File: src/sfpf_pkg.sv
`default_nettype none
// ----------------------------------------------------------------------------
// sfpf_pkg
// Shared types and constants of the Scharr flying-pixel filter.
// ----------------------------------------------------------------------------
package sfpf_pkg;

  localparam int PIX_W      = 16;   // sample width
  localparam int THR_W      = 14;   // grad_threshold
  localparam int WID_W      = 11;   // image_width
  localparam int HGT_W      = 12;   // image_height
  localparam int CFG_IDX_W  = 2;
  localparam int CFG_DATA_W = 16;
  localparam int GRAD_W     = 22;   // signed gradient, |g| < 16 * 2^16
  localparam int SQ_W       = 2 * THR_W;

  localparam int WIDTH_RST  = 320;
  localparam int HEIGHT_RST = 240;

  // configuration register indexes
  localparam logic [CFG_IDX_W-1:0] CFG_GRAD_THRESHOLD = 2'd0;
  localparam logic [CFG_IDX_W-1:0] CFG_IMAGE_WIDTH    = 2'd1;
  localparam logic [CFG_IDX_W-1:0] CFG_IMAGE_HEIGHT   = 2'd2;

  typedef logic [PIX_W-1:0] pix_t;

  // per-item window control, decided when the item is taken
  typedef struct packed {
    logic produce;  // item completes a window, one result follows
    logic last;     // result is the final pixel of the frame
    logic lv;       // left column inside the frame
    logic rv;       // right column inside the frame
    logic tv;       // top row inside the frame
    logic bv;       // bottom row inside the frame
  } win_ctl_t;

  typedef struct packed {
    logic signed [GRAD_W-1:0] gx;
    logic signed [GRAD_W-1:0] gy;
    pix_t                     center;
    logic                     last;
  } grad_t;

endpackage
`default_nettype wire

File: src/sfpf_grad.sv
`default_nettype none
// ----------------------------------------------------------------------------
// sfpf_grad
// Line store write-back, 3x3 window and Scharr gradient stages.
// ----------------------------------------------------------------------------
module sfpf_grad #(
  parameter int MAX_WIDTH = 1024
) (
  input  wire logic                             clk,
  input  wire logic                             rst_n,
  input  wire logic                             en,
  input  wire logic                             accept,
  input  wire logic [$clog2(MAX_WIDTH)-1:0]     rd_addr,
  input  wire sfpf_pkg::pix_t                   in_pix,
  input  wire sfpf_pkg::win_ctl_t               ctl_in,
  input  wire logic [2*sfpf_pkg::PIX_W-1:0]     ram_rd_data,
  output logic                                  ram_wr_en,
  output logic      [$clog2(MAX_WIDTH)-1:0]     ram_wr_addr,
  output logic      [2*sfpf_pkg::PIX_W-1:0]     ram_wr_data,
  output logic                                  grad_valid,
  output sfpf_pkg::grad_t                       grad
);
  import sfpf_pkg::*;

  localparam int AW = $clog2(MAX_WIDTH);

  // weights 3, 10, 3 as shifts and adds
  function automatic logic signed [GRAD_W-1:0] scharr_sum(
    input logic signed [GRAD_W-1:0] a,
    input logic signed [GRAD_W-1:0] b,
    input logic signed [GRAD_W-1:0] d
  );
    scharr_sum = (a <<< 1) + a + (b <<< 3) + (b <<< 1) + (d <<< 1) + d;
  endfunction

  // stage 1: line store data returns
  logic                  s1_valid_r;
  logic [AW-1:0]         s1_addr_r;
  pix_t                  s1_pix_r;
  win_ctl_t              s1_ctl_r;
  logic                  fwd_hit_r;
  logic [2*PIX_W-1:0]    fwd_data_r;

  logic [2*PIX_W-1:0]    line;
  pix_t                  top, mid;
  pix_t                  win_r   [9];
  pix_t                  win_nxt [9];
  logic [8:0]            ok;

  // stage 2: masked window
  logic                  s2_valid_r;
  pix_t                  s2_p_r [9];
  pix_t                  s2_center_r;
  logic                  s2_last_r;

  // stage 3: gradients
  logic                  g_valid_r;
  grad_t                 g_r;
  logic signed [GRAD_W-1:0] e [9];

  // same-cycle write and read of one entry: take the write data
  always_comb begin
    line = fwd_hit_r ? fwd_data_r : ram_rd_data;
    top  = line[2*PIX_W-1:PIX_W];
    mid  = line[PIX_W-1:0];
  end

  assign ram_wr_en   = en && s1_valid_r;
  assign ram_wr_addr = s1_addr_r;
  assign ram_wr_data = {mid, s1_pix_r};

  always_comb begin
    win_nxt[0] = win_r[1];
    win_nxt[1] = win_r[2];
    win_nxt[2] = top;
    win_nxt[3] = win_r[4];
    win_nxt[4] = win_r[5];
    win_nxt[5] = mid;
    win_nxt[6] = win_r[7];
    win_nxt[7] = win_r[8];
    win_nxt[8] = s1_pix_r;
    ok[0] = s1_ctl_r.tv && s1_ctl_r.lv;
    ok[1] = s1_ctl_r.tv;
    ok[2] = s1_ctl_r.tv && s1_ctl_r.rv;
    ok[3] = s1_ctl_r.lv;
    ok[4] = 1'b1;
    ok[5] = s1_ctl_r.rv;
    ok[6] = s1_ctl_r.bv && s1_ctl_r.lv;
    ok[7] = s1_ctl_r.bv;
    ok[8] = s1_ctl_r.bv && s1_ctl_r.rv;
  end

  always_ff @(posedge clk) begin
    if (!rst_n) begin
      s1_valid_r <= 1'b0;
      fwd_hit_r  <= 1'b0;
      s2_valid_r <= 1'b0;
      g_valid_r  <= 1'b0;
      for (int k = 0; k < 9; k++) begin
        win_r[k] <= '0;
      end
    end else if (en) begin
      s1_valid_r <= accept;
      if (accept) begin
        fwd_hit_r <= s1_valid_r && (rd_addr == s1_addr_r);
      end
      if (s1_valid_r) begin
        for (int k = 0; k < 9; k++) begin
          win_r[k] <= win_nxt[k];
        end
      end
      s2_valid_r <= s1_valid_r && s1_ctl_r.produce;
      g_valid_r  <= s2_valid_r;
    end
  end

  always_ff @(posedge clk) begin
    if (en) begin
      if (accept) begin
        s1_addr_r  <= rd_addr;
        s1_pix_r   <= in_pix;
        s1_ctl_r   <= ctl_in;
        fwd_data_r <= {mid, s1_pix_r};
      end
      for (int k = 0; k < 9; k++) begin
        s2_p_r[k] <= ok[k] ? win_nxt[k] : '0;
      end
      s2_center_r <= win_nxt[4];
      s2_last_r   <= s1_ctl_r.last;
      g_r.gx      <= scharr_sum(e[2] - e[0], e[5] - e[3], e[8] - e[6]);
      g_r.gy      <= scharr_sum(e[6] - e[0], e[7] - e[1], e[8] - e[2]);
      g_r.center  <= s2_center_r;
      g_r.last    <= s2_last_r;
    end
  end

  always_comb begin
    for (int k = 0; k < 9; k++) begin
      e[k] = $signed({{(GRAD_W - PIX_W){1'b0}}, s2_p_r[k]});
    end
  end

  assign grad_valid = g_valid_r;
  assign grad       = g_r;

endmodule
`default_nettype wire

File: config.mk
export PLATFORM = sky130hd
export DESIGN_NAME = sfpf_grad
export DESIGN_NICKNAME = d
export VERILOG_FILES = /design/src/sfpf_pkg.sv /design/src/sfpf_grad.sv
export SDC_FILE = /design/constraint.sdc
export NUM_CORES = 1
export LEC_CHECK = 0
export ABC_AREA = 1
export CAP_MARGIN = 30
export CORE_UTILIZATION = 50
export DETAILED_ROUTE_END_ITERATION = 10
export DONT_BUFFER_PORTS = 1
export SYNTH_ARGS = -nofsm -noshare
export SYNTH_HDL_FRONTEND = slang
export SYNTH_SLANG_ARGS = --single-unit
File: constraint.sdc
create_clock -name clk -period 12.5 [get_ports clk]
set_input_delay 1.25 -clock clk [delete_from_list [all_inputs] [get_ports clk]]
set_output_delay 1.25 -clock clk [all_outputs]
set_load 0.005 [all_outputs]
# Word-level counts from Yosys, hierarchy flattened
# Memory sizes are Yosys's and may differ from the RTL's.
# Index checks and enable logic that the tools add are counted.
# op_classes
n_addsub	16
mul	0
n_div	0
n_lt_le_gt_ge	0
eq_ne	1
n_shift	0
mux	25
bitwise_logic	9
reduce_logical	8
# ops
operator	n
$mux W16	17
$sub A16 B16 Y17	6
$add A21 B18 Y22	2
$add A22 B17 Y22	2
$add A22 B18 Y22	2
$add A19 B20 Y21	2
$add A18 B17 Y19	2
$mux W32	1
$eq A10 B10 Y1	1
$or A1 B1 Y1	9
$logic_and A1 B1 Y1	7
$mux W1	7
$reduce_and A2 Y1	1
# word_totals
regBits	146
latchBits	0
mem_bits_rw	288
rom_bits	0
out_inout_bits	105
word_cells	80
mem_count	2
# mem_list
memory	depth	width	rd	rd_clocked_by_memory_dff	write_ports	line	source
s2_p_r	9	16	8	0	9	sfpf_grad.sv:52	pix_t s2_p_r [9];
win_r	9	16	6	0	9	sfpf_grad.sv:46	pix_t win_r [9];

# Longest topological paths before layout
# Gate-level depths: netlist (run 1).
# An unclocked memory read counts as a cell.
# logic_depth
depth_word	7
mapped_depth	29
ltp_nobuf	29

# Worst setup path after synthesis (run 1)
# Ideal clock, no wire load.
# synth_timing
path_kind	register to register
startpoint	mem s2_p_r[0][96] (netlist bit)
endpoint	reg g_r, in the netlist grad[55], data pin
t_arrival_ns	4.453
setup_slack_ns	7.795
stages_incl_launch_ff	23
path_buffers	0
cell_sequence	edfxtp_1 > ha_1 > fa_1 > nand3b_1 > nand2_1 > nand2_1 > nand2_1 > inv_1 > o21bai_1 > xor2_1 > fa_1 > fa_1 > inv_1 > fa_1 > inv_1 > ha_1 > a21oi_1 > a21boi_0 > nand3_1 > nand2_1 > nand2_1 > nand2_1 > nand2_1
# synth_lines
element	line	source
from (decl)	sfpf_grad.sv:52	
to (decl)	sfpf_grad.sv:58	grad_t g_r;

==> results of run 1 <==
-- flip-flops by register name (all words and copies together), names as in the netlist, 2 cells and up --
signal and count:
ok 4, grad 61, s1_ctl_r 2, fwd_data_r 32, win_r 96, s1_pix_r 16
s2_p_r 128, s2_center_r 16, ram_wr_addr 10
-- power groups by stage --
stage / Combinational, mW / Clock, mW / Sequential [mW]
after floorplan: 3.73 / 0 / 1.85
after global placement: 4.88 / 0 / 1.87
after detailed placement: 4.89 / 0 / 1.87
after CTS: 4.91 / 1.26 / 1.85
after global routing: 5.64 / 1.30 / 1.86
final: 4.85 / 1.23 / 1.84
-- logic make-up (layout without fill, tap and decap cells) --
logic type,after synthesis,in the layout,share of synthesized area [%]
xor gates and xnor gates,91,91,3.22
muxes,16,16,0.648
adders and majority gates,292,292,18.9
and+or+nand+nor,959,959,16.2
buffers and inverters,700,721,11.2
AOI/OAI and AO/OA,217,217,5.09
DFF,370,370,44.8
-- per-stage QoR --
stage,cell area (um2),hold WS (ns),std cells
floorplan,24700,0.400,2645
global placement,25200,0.401,3255
detailed placement,25200,0.407,3256
CTS,26600,0.404,3328
global route,26600,0.427,3330
finish,26600,0.409,3330
-- layout make-up --
type | count | area, um2 | area share (%)
Timing Repair Buffer | 8 | 90.1 | 0.338
Clock buffer | 52 | 1080 | 4.04
Multi-Input combinational cell | 1575 | 10900 | 40.9
Sequential cell | 370 | 11100 | 41.6
Inverter | 641 | 2410 | 9.03
Clock inverter | 20 | 272 | 1.02
Tap cell | 664 | 831 | 3.12
-- path summary, 6_finish.rpt --
kind | start | end | slack (ns)
worst max register to register | s2_p_r[0][96]$_SDFFCE_PN0P_ | grad[60]$_DFFE_PP_ | 7.09
worst min register to register | s2_center_r[1]$_DFFE_PP_ | grad[2]$_DFFE_PP_ | 0.41
worst min-delay path | s2_center_r[1]$_DFFE_PP_ | grad[2]$_DFFE_PP_ | 0.41
worst max-delay path | s2_p_r[0][96]$_SDFFCE_PN0P_ | grad[60]$_DFFE_PP_ | 7.09
-- cell usage after synthesis --
cell	count	area share [%]
a21boi_0	4	0.12
a21o_1	18	0.55
a21oi_1	102	2.1
a21oi_2	8	0.28
a31oi_1	4	0.10
buf_2	11	0.22
buf_4	33	1.0
clkbuf_1	15	0.23
dfxtp_1	4	0.32
edfxtp_1	366	44
fa_1	134	11
ha_1	158	8.0
inv_1	641	9.7
mux2i_1	16	0.65
nand2_1	476	7.2
nand2_2	20	0.51
nand3_1	100	2.0
nand3_2	9	0.36
nand3b_1	7	0.21
nand3b_2	3	0.14
nand4_1	30	0.76
nor2_1	287	4.4
nor2_2	5	0.13
nor3_1	16	0.32
nor3b_1	1	0.030
nor4_1	2	0.051
o21a_1	7	0.21
o21ai_0	49	0.99
o21ai_1	2	0.041
o21ai_2	5	0.18
o21bai_1	10	0.30
o31ai_1	8	0.24
or2_1	3	0.076
xnor2_1	30	1.1
xor2_1	61	2.2
-- metal layers --
metal | vias to the layer above | track usage, % | part of all wire, %
li1 | 8281 | - | -
met2 | 490 | 35.6 | 42
met1 | 7906 | 34.8 | 47
met3 | 70 | 5.80 | 8.3
met5 | - | 0 | 0
met4 | 0 | 6.67 | 2.6
-- cells in the final DEF (no fill, tap or decap), drive strengths merged, types with 30 or more instances in the layout --
| cell | n |
|---|---|
| inv | 643 |
| nand2 | 496 |
| edfxtp | 366 |
| nor2 | 292 |
| ha | 158 |
| fa | 134 |
| a21oi | 110 |
| nand3 | 109 |
| xor2 | 61 |
| o21ai | 56 |
| clkbuf | 52 |
| nand4 | 30 |
| xnor2 | 30 |
==> impl_metrics.ini, run 1 <==
[grt]
first_global_vias = 16613
overflow = 0
grt_pass1_wl_mm = 91.5
grt_usage_pct = 23.9
antenna_found_initial = 2
grt_max_degree = 211

[yosys]
ys_seq_elements = 370
netlist_area_mm2 = 0.0247
synth_seq_area_share_pct = 44.8
yosysWarnings = 0
syn-num-nets = 3005
ys_types = 35
netlist_instances = 2645
synth_area_per_cell_um2 = 9.34

[clock_network]
post_cts_buffers = 0
post_cts_resized = 0
clkTransAtPathRegs_ns = 0.06
ctsRootBufferMaster = clkbuf_16
clock_latency_ns = 0.57
h-tree-depth = 2
clock-sinks = 370
clockBufferDepth = 3
cts_buffers = 41
postCtsHoldBufs = 0
cts_tree = yes

[floorplanning]
die-area_mm2 = 0.0503
rows = 81
ioPinCount = 173
core_mm2 = 0.0488
die_h_um = 224
start_util_pct = 50.6
die_x_um = 224

[worst_setup_path]
max_stage_delay_ns = 0.54
cp_num_cells = 23
critPathTopFamily = adder cells
cp.required_ns = 12.83
start_kind = register
worst_r2r_path_depth = 23
crit_type = register to register
cp_common_cell = nand2_1
end_kind = register
slowest_stage = fa_1
cp_max_fo = 5
crit_arrival_ns = 5.73
crit_chain = ha_1 > fa_1 > nand3b_1 > nand2_1 > nand2_1 > nand2_1 > inv_1 > o21ai_1 > xor2_1 > fa_1 > fa_1 > inv_1 > fa_1 > inv_1 > ha_1 > a21oi_1 > o21ai_0 > nand2_1 > nand3_1 > nand2_1 > nand2_1 > nand2_1 > nand2_1
crit_buf_inv = 3

[hold_path]
holdPathStages = 0
hp-class = register to register

[routing]
dr.first_iter.drc_count = 1196
wl_mm = 58.9
final_antenna_net_count = 0
via_per_inst = 5.03
drc = 0
dr.pass1.iters = 5
post_drt_wl_per_cell_um = 17.7
num_vias = 16747

[pwr]
sw_frac_of_total_pct = 46.1
p_comb_share_pct = 61.2
p_leak_nw = 12.8
switching_power_mw = 3.65
clkPwrFrac_pct = 15.5
ir_drop_uv = 250
internal_power_mw = 4.28
fin_total_pwr_mw = 7.93
power_frac_seq_pct = 23.3
powerDensity_mw_per_mm2 = 298

[sta]
slew_viol_final = 0
max_freq_ghz = 0.185
timing.final.ws_setup_ns = 7.09
fin_tns_setup_ns = 0
grt_setup_unrepaired = no
tightest_slew_ns = 0.937
slew_headroom_pct = 37.5
setup_viol = 0
fin_crit_sh_pct = 43.3
layout_min_cycle_time_ns = 5.41
finalHoldViolations = 0
worst_clock_skew_ns = 0.0245

[layout]
area_delta_synth_final_pct = 7.80
drive_gt1_share_pct = 4.50
fin_util_pct = 54.5
fin_nets = 2997
fillCellCount = 4579
antenna_cells = 0

[flow_run]
drv_cap = 0

[placement]
gp_congestion = 0.952
place_hpwl_mm = 47.5
pre_cts_slack_ns = 7.09
io_buffers = 0

[outcome]
status = completed
(Power assumes the default switching activity.)
==> run 2: changes to the inputs <==
- clock period: 12.5 -> 5.4 ns (I/O delays scaled with it)
==> impl_metrics.ini, run 2 (same netlist as run 1, synthesis figures left out) <==
[layout]
drive_gt1_share_pct = 5.46
final_common_cell = inv_1
area_delta_synth_final_pct = 8.18
fillCellCount = 4551
fin_nets = 3005
largest_reg_flops = 128
antenna_cells = 0
top_register = s2_p_r
final_cell_mix = inv_1, nand2_1, edfxtp_1

[worst_setup_path]
worst_r2r_path_depth = 19
slowest_stage = edfxtp_1
cp_common_cell = nand2_1
cp_num_cells = 19
crit_arrival_ns = 5.47
cp.required_ns = 5.73
end_kind = register
crit_chain = ha_1 > a21o_1 > a21oi_1 > nand2_1 > xor2_1 > fa_1 > fa_1 > inv_1 > fa_1 > inv_1 > ha_1 > a21oi_1 > o21ai_0 > nand2_1 > nand3_1 > nand2_1 > nand2_1 > nand2_1 > nand2_1
max_stage_delay_ns = 0.54
crit_buf_inv = 2
critPathTopFamily = adder cells
start_kind = register
cp_max_fo = 6
crit_type = register to register

[grt]
overflow = 0
grt_pass1_wl_mm = 93.6
grt_usage_pct = 24.3
first_global_vias = 16837
antenna_found_initial = 1
grt_max_degree = 211

[sta]
fin_tns_setup_ns = 0
worst_clock_skew_ns = 0.0328
grt_setup_unrepaired = yes
setup_viol = 0
timing.final.ws_setup_ns = 0.265
max_freq_ghz = 0.195
fin_crit_sh_pct = 95.1
slew_viol_final = 0
finalHoldViolations = 0
layout_min_cycle_time_ns = 5.14
tightest_slew_ns = 0.995
slew_headroom_pct = 33.6

[hold_path]
hp-class = primary input to register
holdPathStages = 0

[placement]
io_buffers = 0
pre_cts_slack_ns = 0.147
gp_congestion = 0.953
place_hpwl_mm = 48.2

[clock_network]
cts_tree = yes
clock_latency_ns = 0.59
post_cts_resized = 0
clockBufferDepth = 3
h-tree-depth = 2
postCtsHoldBufs = 0
clkTransAtPathRegs_ns = 0.06
clock-sinks = 370
ctsRootBufferMaster = clkbuf_16
post_cts_buffers = 0
cts_buffers = 41

[floorplanning]
die-area_mm2 = 0.0503
die_x_um = 224
core_mm2 = 0.0488
rows = 81
die_h_um = 224
start_util_pct = 50.6
ioPinCount = 173

[routing]
wl_mm = 59.7
dr.pass1.iters = 5
via_per_inst = 5.05
dr.first_iter.drc_count = 1089
final_antenna_net_count = 0
post_drt_wl_per_cell_um = 17.9
num_vias = 16845
drc = 0

[outcome]
status = completed

[flow_run]
drv_cap = 0

[pwr]
ir_drop_uv = 545
p_leak_nw = 12.9
powerDensity_mw_per_mm2 = 687
==> run 2: stage by stage <==
| stage | instance area [um2] | hold WS (ns) | std cells | utilization (%) | power (mW) |
|---|---|---|---|---|---|
| final | 26700 | 0.0617 | 3337 | 54.7 | 18.4 |
| after detailed placement | 25300 | 0.405 | 3266 | 51.9 | 15.7 |
| after global routing | 26700 | 0.0429 | 3337 | 54.7 | 20.4 |
| after global placement | 25300 | 0.402 | 3264 | 51.8 | 15.7 |
| after CTS | 26600 | 0.0362 | 3337 | 54.5 | 18.6 |
| after floorplan | 24700 | 0.400 | 2645 | - | 12.9 |
==> run 2: report_power, final <==
part / total (mW) / leakage (nW) / internal (mW) / switching [mW]
registers: 4.27 / 3.74 / 4.11 / 0.160
clock network: 2.76 / 0.628 / 1.57 / 1.19
logic: 11.3 / 8.51 / 4.17 / 7.17
==> run 2: path summary, 6_finish.rpt <==
check	from	to	slack, ns
setup reg to reg	s2_p_r[0][132]$_SDFFCE_PN0P_	grad[33]$_DFFE_PP_	0.27
hold / removal	in_pix[3]	s1_pix_r[3]$_DFFE_PP_	0.06
hold reg to reg	s2_center_r[3]$_DFFE_PP_	grad[4]$_DFFE_PP_	0.41
setup / recovery	s2_p_r[0][132]$_SDFFCE_PN0P_	grad[33]$_DFFE_PP_	0.27
==> run 2: area by class of cell <==
class	count	area, um2	share of cell area (%)
Clock inverter	20	191	0.716
Timing Repair Buffer	16	138	0.515
Clock buffer	51	1110	4.17
Multi-Input combinational cell	1575	11000	41.1
Sequential cell	370	11100	41.4
Tap cell	664	831	3.11
Inverter	641	2410	9.00
==> run 2: per-layer routing <==
metal / vias up / track usage (%) / share of wire [%]
met5: - / 0 / 0
met3: 66 / 4.42 / 6.7
met4: 0 / 4.74 / 1.6
met1: 8026 / 36.1 / 48
met2: 467 / 37.4 / 44
li1: 8286 / - / -
==> run 2: worst reg2reg max path: stages, from the launching register on <==
cell	delay, ns
edfxtp_1	0.54
ha_1	0.43
a21o_1	0.23
a21oi_1	0.13
nand2_1	0.15
xor2_1	0.45
fa_1	0.52
fa_1	0.49
inv_1	0.05
fa_1	0.53
inv_1	0.04
ha_1	0.38
a21oi_1	0.24
o21ai_0	0.15
nand2_1	0.09
nand3_1	0.17
nand2_1	0.13
nand2_1	0.06
nand2_1	0.06
nand2_1	0.06
==> run 3: changes to the inputs <==
- CORE_UTILIZATION: 50 -> 65
- PLACE_DENSITY: not set -> 0.81
==> impl_metrics.ini, run 3 (same netlist as run 1, synthesis figures left out) <==
[worst_setup_path]
r2r-end = grad[38]$_DFFE_PP_
cp.required_ns = 5.74
reg2reg_from = s2_p_r[0][114]$_SDFFCE_PN0P_
crit_type = register to register
crit_arrival_ns = 5.49
cp_common_cell = nand2_1
crit_chain = ha_1 > a21oi_1 > nand2_1 > a21oi_1 > xnor2_1 > fa_1 > fa_1 > inv_1 > fa_1 > inv_1 > ha_1 > a21oi_2 > o21ai_0 > nand2_1 > nand3_1 > nand2_1 > nand2_1 > nand2_1 > nand2_1
cp_num_cells = 19
critPathTopFamily = adder cells
max_stage_delay_ns = 0.64
start_kind = register
cp_max_fo = 6
end_kind = register
worst_r2r_path_depth = 19
r2r_slack_ns = 0.25
startpoint = s2_p_r[0][114]$_SDFFCE_PN0P_
slowest_stage = xnor2_1
endpoint = grad[38]$_DFFE_PP_
crit_buf_inv = 2

[floorplanning]
ioPinCount = 173
die_h_um = 197
core_mm2 = 0.0376
start_util_pct = 65.8
die-area_mm2 = 0.0388
die_x_um = 197
rows = 71

[sta]
fin_crit_sh_pct = 95.4
tightest_slew_ns = 1.08
max_freq_ghz = 0.194
slew_viol_final = 0
grt_setup_unrepaired = yes
worst_clock_skew_ns = 0.0296
finalHoldViolations = 0
layout_min_cycle_time_ns = 5.15
setup_viol = 0
whs_ns = 0.0654
slew_headroom_pct = 27.5

[grt]
antenna_found_initial = 2
grt_use_met2_pct = 49.9
overflow = 0
grt_pass1_wl_mm = 93.2
gr-usage-met3_pct = 6.72
grt.busiest_layer = met2
globalRouteMet1Util_pct = 44.7
grt_usage_pct = 31.8
grt_max_degree = 211
first_global_vias = 17191

[outcome]
status = completed

[layout]
area_delta_synth_final_pct = 7.06
drive_gt1_share_pct = 5.52
seq_area_mm2 = 0.0111
top_register = s2_p_r
final_cell_mix = inv_1, nand2_1, edfxtp_1
multi_input_area_mm2 = 0.0110
fillCellCount = 2780
fin_nets = 2998
final_common_cell = inv_1
largest_reg_flops = 128
fin_cells = 3177

[hold_path]
holdPathStages = 0
hp-class = primary input to register

[clock_network]
cts_buffers = 38
ctsRootBufferMaster = clkbuf_16
clock-sinks = 370
cts_tree = yes
clock_latency_ns = 0.59
h-tree-depth = 2
postCtsHoldBufs = 0
clkTransAtPathRegs_ns = 0.06
clockBufferDepth = 3

[routing]
dr.pass1.iters = 6
post_drt_wl_per_cell_um = 19.0
drc = 0
wl_mm = 60.3
final_antenna_net_count = 0
num_vias = 17586
dr.first_iter.drc_count = 1597
via_per_inst = 5.54

[pwr]
ir_drop_uv = 809
p_leak_nw = 12.8
powerDensity_mw_per_mm2 = 702

[placement]
place_hpwl_mm = 47.2
dpl.cell_count = 3107
gp_congestion = 1.03
io_buffers = 0

[flow_run]
drv_cap = 0
==> run 3: repair_timing <==
| item | in CTS | in global routing |
|---|---|---|
| buffers inserted | 0 | 2 |
| gates resized for setup | 0 | 29 |
| endpoints found under the setup margin | 0 | 16 |
==> run 3: worst min-delay path by stage <==
stage,from,to,slack [ns]
floorplan,s2_last_r$_DFFE_PP_,grad[0]$_DFFE_PP_,0.40
global placement,s1_ctl_r[4]$_DFFE_PP_,s2_last_r$_DFFE_PP_,0.40
detailed placement,s2_last_r$_DFFE_PP_,grad[0]$_DFFE_PP_,0.41
CTS,in_pix[4],s1_pix_r[4]$_DFFE_PP_,0.05
global route,in_pix[4],s1_pix_r[4]$_DFFE_PP_,0.05
finish,in_pix[4],s1_pix_r[4]$_DFFE_PP_,0.07
==> run 3: through the flow <==
step           instance area [um2]  setup slack, ns  TNS, ns  util, %  power (mW)
5_1_grt                      26500          -0.0146  -0.0274     70.4        20.4
4_1_cts                      26300           0.0690        0     70.0        18.3
3_3_place_gp                 25100            0.231        0     66.7        15.4
3_5_place_dp                 25100           0.0943        0     66.7        15.6
6_report                     26500            0.246        0     70.4        18.6
2_1_floorplan                24700            0.695        0        -        12.9
==> run 3: layout make-up <==
type	instances	share of cell area (%)
sequential	370	41.8
multi-input combinational	1575	41.6
inverter	641	9.09
clock buffer	45	3.69
tap	511	2.42
clock inverter	22	0.988
timing repair buffer	12	0.340
antenna	1	0.00946
==> run 3: power breakdown <==
| group | internal (mW) | switching, mW |
|---|---|---|
| combinational | 4.28 | 7.33 |
| sequential | 4.11 | 0.183 |
| clock | 1.51 | 1.17 |
| total | 9.90 | 8.68 |
==> run 3: routing by layer <==
layer | share of wire (%) | wire length, um
met5 | 0 | 0
met4 | 2.8 | 1700
met3 | 9.0 | 5410
met2 | 45 | 27300
met1 | 43 | 25900
